==> src/rtl/length_prefixed_packet_deframer_top_defines.svh <==
// Assertion macros shared by the deframer modules.
`ifndef LENGTH_PREFIXED_PACKET_DEFRAMER_TOP_DEFINES_SVH
`define LENGTH_PREFIXED_PACKET_DEFRAMER_TOP_DEFINES_SVH

// Clocked check, masked while reset is held.
`define LPD_ASSERT(lbl, prop, msg) \
  lbl: assert property (@(posedge clk) disable iff (!rst_n) prop) \
    else $error(msg);

// Clocked check that also holds during reset.
`define LPD_ASSERT_ALWAYS(lbl, prop, msg) \
  lbl: assert property (@(posedge clk) prop) else $error(msg);

`endif

==> src/rtl/lpd_pkg.sv <==
// Shared types and constants of the length-prefixed packet deframer.
package lpd_pkg;

  localparam int QDEPTH = 4;
  localparam int QAW = $clog2(QDEPTH);

  localparam logic [16:0] MAX_LEN_RESET = 17'h10000;

  typedef enum logic [1:0] {
    KIND_DATA      = 2'd0,
    KIND_EMPTY     = 2'd1,
    KIND_TOO_LARGE = 2'd2
  } kind_t;

  typedef enum logic [5:0] {
    PH_HDR0 = 6'b000001,
    PH_HDR1 = 6'b000010,
    PH_HDR2 = 6'b000100,
    PH_HDR3 = 6'b001000,
    PH_BODY = 6'b010000,
    PH_HALT = 6'b100000
  } phase_t;

  typedef struct packed {
    kind_t       kind;
    logic [7:0]  data;
    logic [15:0] protocol;
    logic [15:0] length;
    logic        first;
    logic        last;
  } res_t;

endpackage

==> src/rtl/lpd_front.sv <==
// Front end: header parser and byte classifier, one byte per clock while the queue is not full.
`include "length_prefixed_packet_deframer_top_defines.svh"
module lpd_front
  import lpd_pkg::*;
(
  input  logic        clk,
  input  logic        rst_n,
  input  logic        cfg_we,
  input  logic [16:0] cfg_wdata,
  input  logic        in_push,
  input  logic [7:0]  in_byte,
  input  logic        full_i,
  output logic        push_o,
  output res_t        res_o
);

  phase_t      phase_r, phase_nxt;
  logic [15:0] len_r, len_nxt;
  logic [15:0] proto_r, proto_nxt;
  logic [15:0] rem_r, rem_nxt;
  logic [16:0] max_r;
  logic [15:0] proto_word;
  logic        accept;
  logic        last_byte;

  assign accept     = in_push && !full_i;
  assign proto_word = {in_byte, proto_r[7:0]};
  assign last_byte  = (rem_r <= 16'd1);

  always_comb begin
    phase_nxt = phase_r;
    len_nxt   = len_r;
    proto_nxt = proto_r;
    rem_nxt   = rem_r;
    push_o    = 1'b0;
    res_o.kind     = KIND_DATA;
    res_o.data     = 8'h00;
    res_o.protocol = proto_r;
    res_o.length   = len_r;
    res_o.first    = 1'b1;
    res_o.last     = 1'b1;
    if (accept) begin
      case (phase_r)
        PH_HDR0: begin
          len_nxt   = {8'h00, in_byte};
          phase_nxt = PH_HDR1;
        end
        PH_HDR1: begin
          len_nxt   = {in_byte, len_r[7:0]};
          phase_nxt = PH_HDR2;
        end
        PH_HDR2: begin
          proto_nxt = {8'h00, in_byte};
          phase_nxt = PH_HDR3;
        end
        PH_HDR3: begin
          proto_nxt      = proto_word;
          res_o.protocol = proto_word;
          if ({1'b0, len_r} >= max_r) begin
            // oversize request: report once, then stop until reset
            res_o.kind = KIND_TOO_LARGE;
            push_o     = 1'b1;
            phase_nxt  = PH_HALT;
          end else if (len_r == 16'd0) begin
            res_o.kind = KIND_EMPTY;
            push_o     = 1'b1;
            proto_nxt  = 16'd0;
            phase_nxt  = PH_HDR0;
          end else begin
            rem_nxt   = len_r;
            phase_nxt = PH_BODY;
          end
        end
        PH_BODY: begin
          res_o.kind  = KIND_DATA;
          res_o.data  = in_byte;
          res_o.first = (rem_r == len_r);
          res_o.last  = last_byte;
          push_o      = 1'b1;
          rem_nxt     = rem_r - 16'd1;
          if (last_byte) begin
            rem_nxt   = 16'd0;
            len_nxt   = 16'd0;
            proto_nxt = 16'd0;
            phase_nxt = PH_HDR0;
          end
        end
        default: begin
          phase_nxt = phase_r;
        end
      endcase
    end
  end

  always_ff @(posedge clk) begin
    if (!rst_n) begin
      phase_r <= PH_HDR0;
      len_r   <= 16'd0;
      proto_r <= 16'd0;
      rem_r   <= 16'd0;
      max_r   <= MAX_LEN_RESET;
    end else begin
      phase_r <= phase_nxt;
      len_r   <= len_nxt;
      proto_r <= proto_nxt;
      rem_r   <= rem_nxt;
      if (cfg_we) begin
        max_r <= cfg_wdata;
      end
    end
  end

  `LPD_ASSERT(a_halt_sticks, phase_r == PH_HALT |=> phase_r == PH_HALT, "left halt state")
  `LPD_ASSERT(a_body_rem_nonzero, phase_r == PH_BODY |-> rem_r != 16'd0, "body with no bytes left")

endmodule

==> src/rtl/lpd_fifo.sv <==
// Short request queue between the classifier and the output stage.
`include "length_prefixed_packet_deframer_top_defines.svh"
module lpd_fifo
  import lpd_pkg::*;
(
  input  logic clk,
  input  logic rst_n,
  input  logic push_i,
  input  res_t wdata_i,
  output logic full_o,
  input  logic pop_i,
  output logic valid_o,
  output res_t rdata_o
);

  res_t           mem_r [QDEPTH];
  logic [QAW-1:0] wptr_r, rptr_r;
  logic [QAW:0]   count_r, count_nxt;
  logic           do_push, do_pop;

  assign full_o  = (count_r == (QAW+1)'(QDEPTH));
  assign valid_o = (count_r != '0);
  assign do_push = push_i && !full_o;
  assign do_pop  = pop_i && valid_o;
  assign rdata_o = mem_r[rptr_r];

  always_comb begin
    count_nxt = count_r;
    if (do_push && !do_pop) begin
      count_nxt = count_r + 1'b1;
    end else if (do_pop && !do_push) begin
      count_nxt = count_r - 1'b1;
    end
  end

  always_ff @(posedge clk) begin
    if (do_push) begin
      mem_r[wptr_r] <= wdata_i;
    end
  end

  always_ff @(posedge clk) begin
    if (!rst_n) begin
      wptr_r  <= '0;
      rptr_r  <= '0;
      count_r <= '0;
    end else begin
      count_r <= count_nxt;
      if (do_push) begin
        wptr_r <= wptr_r + 1'b1;
      end
      if (do_pop) begin
        rptr_r <= rptr_r + 1'b1;
      end
    end
  end

  `LPD_ASSERT(a_count_bound, count_r <= (QAW+1)'(QDEPTH), "queue count overflow")
  `LPD_ASSERT(a_ptr_gap, !full_o |-> (wptr_r - rptr_r) == count_r[QAW-1:0], "pointer/count mismatch")

endmodule

==> src/rtl/lpd_back.sv <==
// Back end: output register that presents the oldest request.
`include "length_prefixed_packet_deframer_top_defines.svh"
module lpd_back
  import lpd_pkg::*;
(
  input  logic clk,
  input  logic rst_n,
  input  logic q_valid_i,
  input  res_t q_data_i,
  output logic q_pop_o,
  input  logic out_pop,
  output logic out_empty,
  output res_t out_res_o
);

  logic out_valid_r;
  res_t res_r;

  // refill whenever the register is free or being drained this cycle
  assign q_pop_o   = q_valid_i && (!out_valid_r || out_pop);
  assign out_empty = !out_valid_r;
  assign out_res_o = res_r;

  always_ff @(posedge clk) begin
    if (q_pop_o) begin
      res_r <= q_data_i;
    end
  end

  always_ff @(posedge clk) begin
    if (!rst_n) begin
      out_valid_r <= 1'b0;
    end else if (q_pop_o) begin
      out_valid_r <= 1'b1;
    end else if (out_pop) begin
      out_valid_r <= 1'b0;
    end
  end

  `LPD_ASSERT(a_refill, out_valid_r && out_pop && q_valid_i |=> out_valid_r, "output stage bubble")
  `LPD_ASSERT_ALWAYS(a_reset_empty, !rst_n |=> out_empty, "output not empty after reset")

endmodule

==> src/rtl/length_prefixed_packet_deframer_top.sv <==
// Length-prefixed packet deframer: top level.
// Input is a byte queue: drive in_byte and in_push; a byte is taken on a
// clock edge where in_push is high and in_full is low. Each packet is a
// four-byte header (16-bit little-endian length, 16-bit little-endian
// protocol id) followed by that many payload bytes.
// Results come out as a queue: while out_empty is low the oldest request
// is on the out_ ports; out_pop takes it. One request per payload byte,
// one for an empty packet, one for a length at or above the configured
// maximum, after which all input is dropped until reset.
// cfg_we/cfg_wdata write the maximum length (reset 65536); write only
// when idle.
// Throughput is one byte per clock while in_full is low, set by the
// combinational classifier. A byte's request is written into the queue
// when the byte is accepted and then moved into the output register
// when nothing older is waiting. When the receiver stalls, up to five
// requests are held before in_full rises. Synchronous reset clears parser
// state and empties the queue.
module length_prefixed_packet_deframer_top
  import lpd_pkg::*;
(
  input  logic        clk,
  input  logic        rst_n,
  input  logic        cfg_we,
  input  logic [16:0] cfg_wdata,
  input  logic        in_push,
  input  logic [7:0]  in_byte,
  output logic        in_full,
  input  logic        out_pop,
  output logic        out_empty,
  output logic [1:0]  out_result_kind,
  output logic [7:0]  out_data_byte,
  output logic [15:0] out_packet_protocol,
  output logic [15:0] out_packet_length,
  output logic        out_is_first,
  output logic        out_is_last
);

  logic front_push;
  res_t front_res;
  logic q_valid;
  res_t q_data;
  logic q_pop;
  res_t out_res;

  lpd_front u_front (
    .clk       (clk),
    .rst_n     (rst_n),
    .cfg_we    (cfg_we),
    .cfg_wdata (cfg_wdata),
    .in_push   (in_push),
    .in_byte   (in_byte),
    .full_i    (in_full),
    .push_o    (front_push),
    .res_o     (front_res)
  );

  lpd_fifo u_fifo (
    .clk     (clk),
    .rst_n   (rst_n),
    .push_i  (front_push),
    .wdata_i (front_res),
    .full_o  (in_full),
    .pop_i   (q_pop),
    .valid_o (q_valid),
    .rdata_o (q_data)
  );

  lpd_back u_back (
    .clk       (clk),
    .rst_n     (rst_n),
    .q_valid_i (q_valid),
    .q_data_i  (q_data),
    .q_pop_o   (q_pop),
    .out_pop   (out_pop),
    .out_empty (out_empty),
    .out_res_o (out_res)
  );

  assign out_result_kind     = out_res.kind;
  assign out_data_byte       = out_res.data;
  assign out_packet_protocol = out_res.protocol;
  assign out_packet_length   = out_res.length;
  assign out_is_first        = out_res.first;
  assign out_is_last         = out_res.last;

endmodule
==> config.mk <==
export PLATFORM = sky130hd
export DESIGN_NAME = length_prefixed_packet_deframer_top
export DESIGN_NICKNAME = d
export VERILOG_FILES = /design/src/rtl/lpd_pkg.sv /design/src/rtl/lpd_front.sv /design/src/rtl/lpd_fifo.sv /design/src/rtl/lpd_back.sv /design/src/rtl/length_prefixed_packet_deframer_top.sv
export VERILOG_INCLUDE_DIRS = /design/src /design/src/rtl
export SDC_FILE = /design/constraint.sdc
export NUM_CORES = 1
export LEC_CHECK = 0
export BUFFER_PORTS_ARGS = -buffer_cell sky130_fd_sc_hd__buf_2
export CORE_UTILIZATION = 25
export DETAILED_ROUTE_END_ITERATION = 12
export PLACE_DENSITY = 0.49
export SETUP_SLACK_MARGIN = 0.4
export SLEW_MARGIN = 25
export SYNTH_ARGS = -nofsm -noshare
export SYNTH_HDL_FRONTEND = slang
export SYNTH_SLANG_ARGS = --single-unit
==> constraint.sdc <==
create_clock -name clk -period 6.1 [get_ports clk]
set_input_delay 0.305 -clock clk [delete_from_list [all_inputs] [get_ports clk]]
set_output_delay 0.305 -clock clk [all_outputs]
set_load 0.01 [all_outputs]
======== After elaboration in Yosys (flattened, before gate mapping) ========
Memory sizes are Yosys's and may differ from the RTL's. A register that Yosys moved wholly into a read port is not among the register bits.
Cells that the tools add are included.
W data, S select, Z words.
word-level totals
  register bits after elaboration ......... 79
  output and inout port bits .............. 46
  memories ................................ 1
  input port bits ......................... 30
  bits in writable memories ............... 176
operators by class
  reductions and logical operators ........ 26
  add/subtract/negate cells ............... 5
  $lt $le $gt $ge ......................... 2
  muxes and demuxes ....................... 31
  bitwise logic cells ..................... 1
  equality and inequality tests ........... 11
memory list
  memory        depth  bits a word  read ports  clocked after memory_dff  wr ports  line            text
  u_fifo.mem_r  4      44           1           1                         1         lpd_fifo.sv:16  res_t mem_r [QDEPTH];
operator list
  cell                     number
  $mux W16                 7
  $pmux W16 S3             2
  $pmux W16 S2             1
  $pmux W6 S5              1
  $mux W26                 1
  $ge A16 B17 Y1           1
  $eq A16 B16 Y1           1
  $le A16 B1 Y1 const B    1
  $logic_not A16 Y1        1
  $sub A16 B1 Y16 const B  1
  $mux W6                  2
  $reduce_and A3 Y1        3
  $reduce_bool A3 Y1       3
  $mux W1                  8
  $mux W2                  4
  $mux W8                  1
  $reduce_and A4 Y1        2
  $reduce_bool A2 Y1       4
  $eq A6 B1 Y1 const B     1
  $eq A6 B2 Y1 const B     1
  $eq A6 B3 Y1 const B     1
  $eq A6 B4 Y1 const B     1
  $eq A6 B5 Y1 const B     1
  $logic_and A1 B1 Y1      6
  14 further kinds         21

======== Longest topological paths before layout ========
  word-level depth ........................ 10
  mapped depth ............................ 15
  mapped depth without buffers ............ 15

======== Hierarchy ========
From an unflattened synthesis, not the netlist that was laid out.
second synthesis, totals
  cell total of the unflattened synthesis .. 848
  area, all modules ....................... 12524.5 um^2
modules (own cells, without submodules)
  module     area each (um^2)  seq. area each (um^2)  instances  cells an instance
  lpd_fifo   6876.6            5465.2                 1          278
  lpd_front  4275.4            1421.4                 1          521
  lpd_back   1372.6            1341.3                 1          49

======== Least setup slack after synthesis ========
Ideal clock, no wire load.
  kind .................................... register -> register
  start ................................... reg u_front.len_r[14]
  end ..................................... mem u_fifo.mem_r[0][0] (netlist bit), enable pin
  clock period less this slack ............ 4.410 ns
  setup slack ............................. 1.690 ns
  buffers on the path ..................... 0
  required time ........................... 5.649 ns
  stages on the path, launching flop included .. 9
  setup time .............................. 0.451 ns
  arrival ................................. 3.959 ns
  cells stage by stage .................... dfxtp_1 > ha_1 > and4b_1 > and3_1 > nand4_1 > o211ai_1 > nor2_1 > o21a_1 > nor2b_1
between the ends
  word-level cells in the longest chain between the ends .. 8
  elaborated cells on any way between the ends .. 9
  classes of those cells .................. order compare (1); mux (6); reduce/logical (2)
RTL lines
  what                                                                    line              text
  start: declaration                                                      lpd_front.sv:18   logic [15:0] len_r, len_nxt;
  start signal: assignment                                                lpd_front.sv:104  len_r <= len_nxt;
  parallel branches: the longest is 2 deep, another holds $ge A16 B17 Y1  --
  $mux W1 (*)                                                             lpd_front.sv:59   if ({1'b0, len_r} >= max_r) begin
  $pmux W1 S2 (*)                                                         lpd_front.sv:43   case (phase_r)
  $mux W1 (*)                                                             lpd_front.sv:42   if (accept) begin
  $logic_and A1 B1 Y1 (*)                                                 lpd_fifo.sv:23    assign do_push = push_i && !full_o;
  $mux W1 (*)                                                             lpd_fifo.sv:37    if (do_push) begin
  $mux W1 (implied by the code) (*)                                       lpd_fifo.sv:38    mem_r[wptr_r] <= wdata_i;
  end: declaration                                                        lpd_fifo.sv:16
Mark *: on every way between the ends.

======== Worst setup path after layout ========
  start ................................... reg u_front.len_r[14]
  end ..................................... mem u_fifo.mem_r[3][38] (netlist bit), enable pin
Same word-level chain as after synthesis.

==> qor.txt <==
status: completed
Psw: 1.42 mW
Non-Filler Instances: 1,521
worst hold path startpoint: cfg_wdata[16]
Synth top area share: 54.5%
antenna violations before repair: 0
Routed WL: 29.1 mm
site row count: 80
register area: 8190 µm²
Worst setup EP type: flop
clock-pin slew on the worst setup and hold paths: 0.06 ns
GRT Total Usage: 11.8%
pin count of the biggest net entering global routing: 87
syn nets: 842
Pint: 4.09 mW
CTS buffer count: 35
crit path max fanout: 24
vias in the first global route: 7,035
hold_buf cts: 0
die area: 49,400 µm²
IO buf count: 75
FFs w/ async S/R, synth: 0%
final worst slack: 1.87 ns
Fillers: 4,743
dpl hpwl: 18.5 mm
total number of vias: 6,905
Post-Syn Area: 12,100 µm²
core region area: 47,800 µm²
Yosys Warn Count: 0
commonest non-fill, non-tap cell in the layout: edfxtp_1
post-CTS setup buffers: 0
Max IR drop VDD: 0.159 mV
final net count: 934
total design power: 5.51 mW
crit path DAT: 4.40 ns
highest achievable clock rate: 236 MHz
Final ANT Viol Nets: 0
leading area contributor after synthesis: edfxtp_1
drt pass-1 iters: 4
Setup Skew: 0.0145 ns
wire per inst: 19.1 µm
io pins: 76
Synth cell types: 63
most frequent cells in the layout: edfxtp_1, dfxtp_1, buf_2
PwrDens: 381 nW/µm²
Comb power frac: 16.7%
Worst-Margin Slew: 0.968 ns
Starting DRT DRC Count: 477
Gate Count Post-Synth: 788
DIE HEIGHT: 222 µm
clk root buf: clkbuf_16
# resized after CTS: 0
H-tree levels: 2
setup TNS: 0 ns
global route total overflow: 0
reg-to-reg startpoint: u_front.len_r[14]
fin. max-slew vios: 0
Avg Inst Size Synth: 15.4 µm²
Layout area overhead: 19.2%
Clock Path Buffers: 3
kind of critical path: reg2reg
final hold violations: 0
gpl congestion: 0.820
FF+latch count, synth: 299
Clk Latency, worst-skew pair: 0.50 ns
register area share after synthesis: 67.5%
# clock sinks: 299
EDFF count, synth: 220
share of post-route cells with drive strength above 1: 23.1%
die width: 222 µm
CTS tree: built
Slew HR: 35.2%
first-pass GRT wire length: 44.3 mm
largest cells by area after synthesis: edfxtp_1, dfxtp_1, mux4_2, ha_1, mux2i_1
clock share of power: 37.0%
final worst-path cycle share: 69.4%
minimum clock period: 4.23 ns
Switching Share: 25.8%
Core Util, Final: 30.2%
DRC viols: 0
sequential power share: 46.3%
Vias/cell: 4.54
initial core utilization: 25.4%
Critical Path RT: 6.26 ns
dpl ws: 1.78 ns
Setup crit start: u_front.len_r[14]
area of the multi-input gates: 3740 µm²
Startpoint Class: flop
RSZ-0062 raised after global routing: no
# setup viols final: 0
Leak Pwr: 5.19 nW
total of max-cap violations: 0
diode count: 0
Inst Count DP: 1,458
worst hold path class: in2reg
top_reg_cell synth: edfxtp_1
-- registers in the layout, indices dropped and copies added (netlist names), 3 cells and up --
register          cells
u_front.max_r        17
u_front.proto_r      16
u_back.out_res_o     44
u_fifo.mem_r        176
u_front.rem_r        16
u_front.len_r        16
u_front.phase_r       6
u_fifo.count_r        3
-- logic make-up (layout without fill, tap and decap cells) --
logic type / Yosys count / count (layout) / synth area share, %
adders and majority gates: 24 / 24 / 2.54
buffers and inverters: 65 / 183 / 2.11
DFF: 299 / 299 / 67.5
xor gates and xnor gates: 24 / 24 / 1.73
and+or+nand+nor: 181 / 181 / 8.05
AOI/OAI and AO/OA: 121 / 121 / 7.34
muxes: 74 / 74 / 10.7
-- critical path, stage by stage, from the launching register on --
cell and delay (ns):
dfxtp_1 0.42, ha_1 0.35, and4b_1 0.25, and3_1 0.20, nand4_1 0.10, o211ai_1 0.77, nor2_1 0.12, o21a_1 0.39
nor2b_4 0.80, buf_4 0.46
-- power groups by stage --
stage               Clock (mW)  Combinational, mW  Sequential [mW]
detailed placement           0              0.955             2.61
finish                    2.04              0.922             2.55
global route              2.16               1.01             2.58
floorplan                    0              0.528             2.63
CTS                       2.09              0.958             2.56
global placement             0              0.877             2.65
-- final timing paths --
path	cells after the start	slack, ns	end
worst max register to register	9	1.87	u_fifo.mem_r[3][38]
worst max-delay path	9	1.87	u_fifo.mem_r[3][38]
worst min-delay path	3	0.02	u_front.max_r[16]
worst min register to register	2	0.47	u_front.proto_r[11]
-- synth_stat cells (4+ instances only) --
cell      number
clkbuf_1      26
or3_1          4
a21boi_0      12
mux4_2        44
mux2i_1       22
edfxtp_1     220
o21ai_0       25
or4_1          4
nor3_1         7
xor2_1        21
and3_1        14
dfxtp_1       79
o211ai_1       4
nor4_1        14
a22oi_1       13
nor2_1        15
a22o_1         9
and2_1         5
a21oi_1       10
o21a_1         4
nor2b_1       34
o211a_1        6
nand2_1       54
buf_2          4
ha_1          23
a211oi_1       4
mux2_2         8
o31ai_1       10
buf_1          6
inv_1         28
nand3_1       14
-- metrics by stage --
stage               hold WS [ns]  cell area [µm²]
finish                    0.0213            14500
global route              0.0352            14500
CTS                      0.00712            14500
detailed placement         0.456            13300
global placement           0.452            13300
floorplan                  0.431            12100
-- cell type report --
type                            count  share of cell area (%)
Multi-Input combinational cell    424                    25.8
Clock inverter                     12                   0.761
Timing Repair Buffer               92                    3.65
Tap cell                          615                    5.32
Inverter                           28                   0.727
Clock buffer                       51                    7.04
Sequential cell                   299                    56.7
-- layer usage --
layer / up-vias / track usage [%] / share of wire (%)
met5: - / 0 / 0
met1: 3444 / 16.5 / 48
li1: 3239 / - / -
met2: 176 / 18.3 / 45
met4: 0 / 3.61 / 2.4
met3: 46 / 2.25 / 4.7
(Power assumes the default switching activity.)
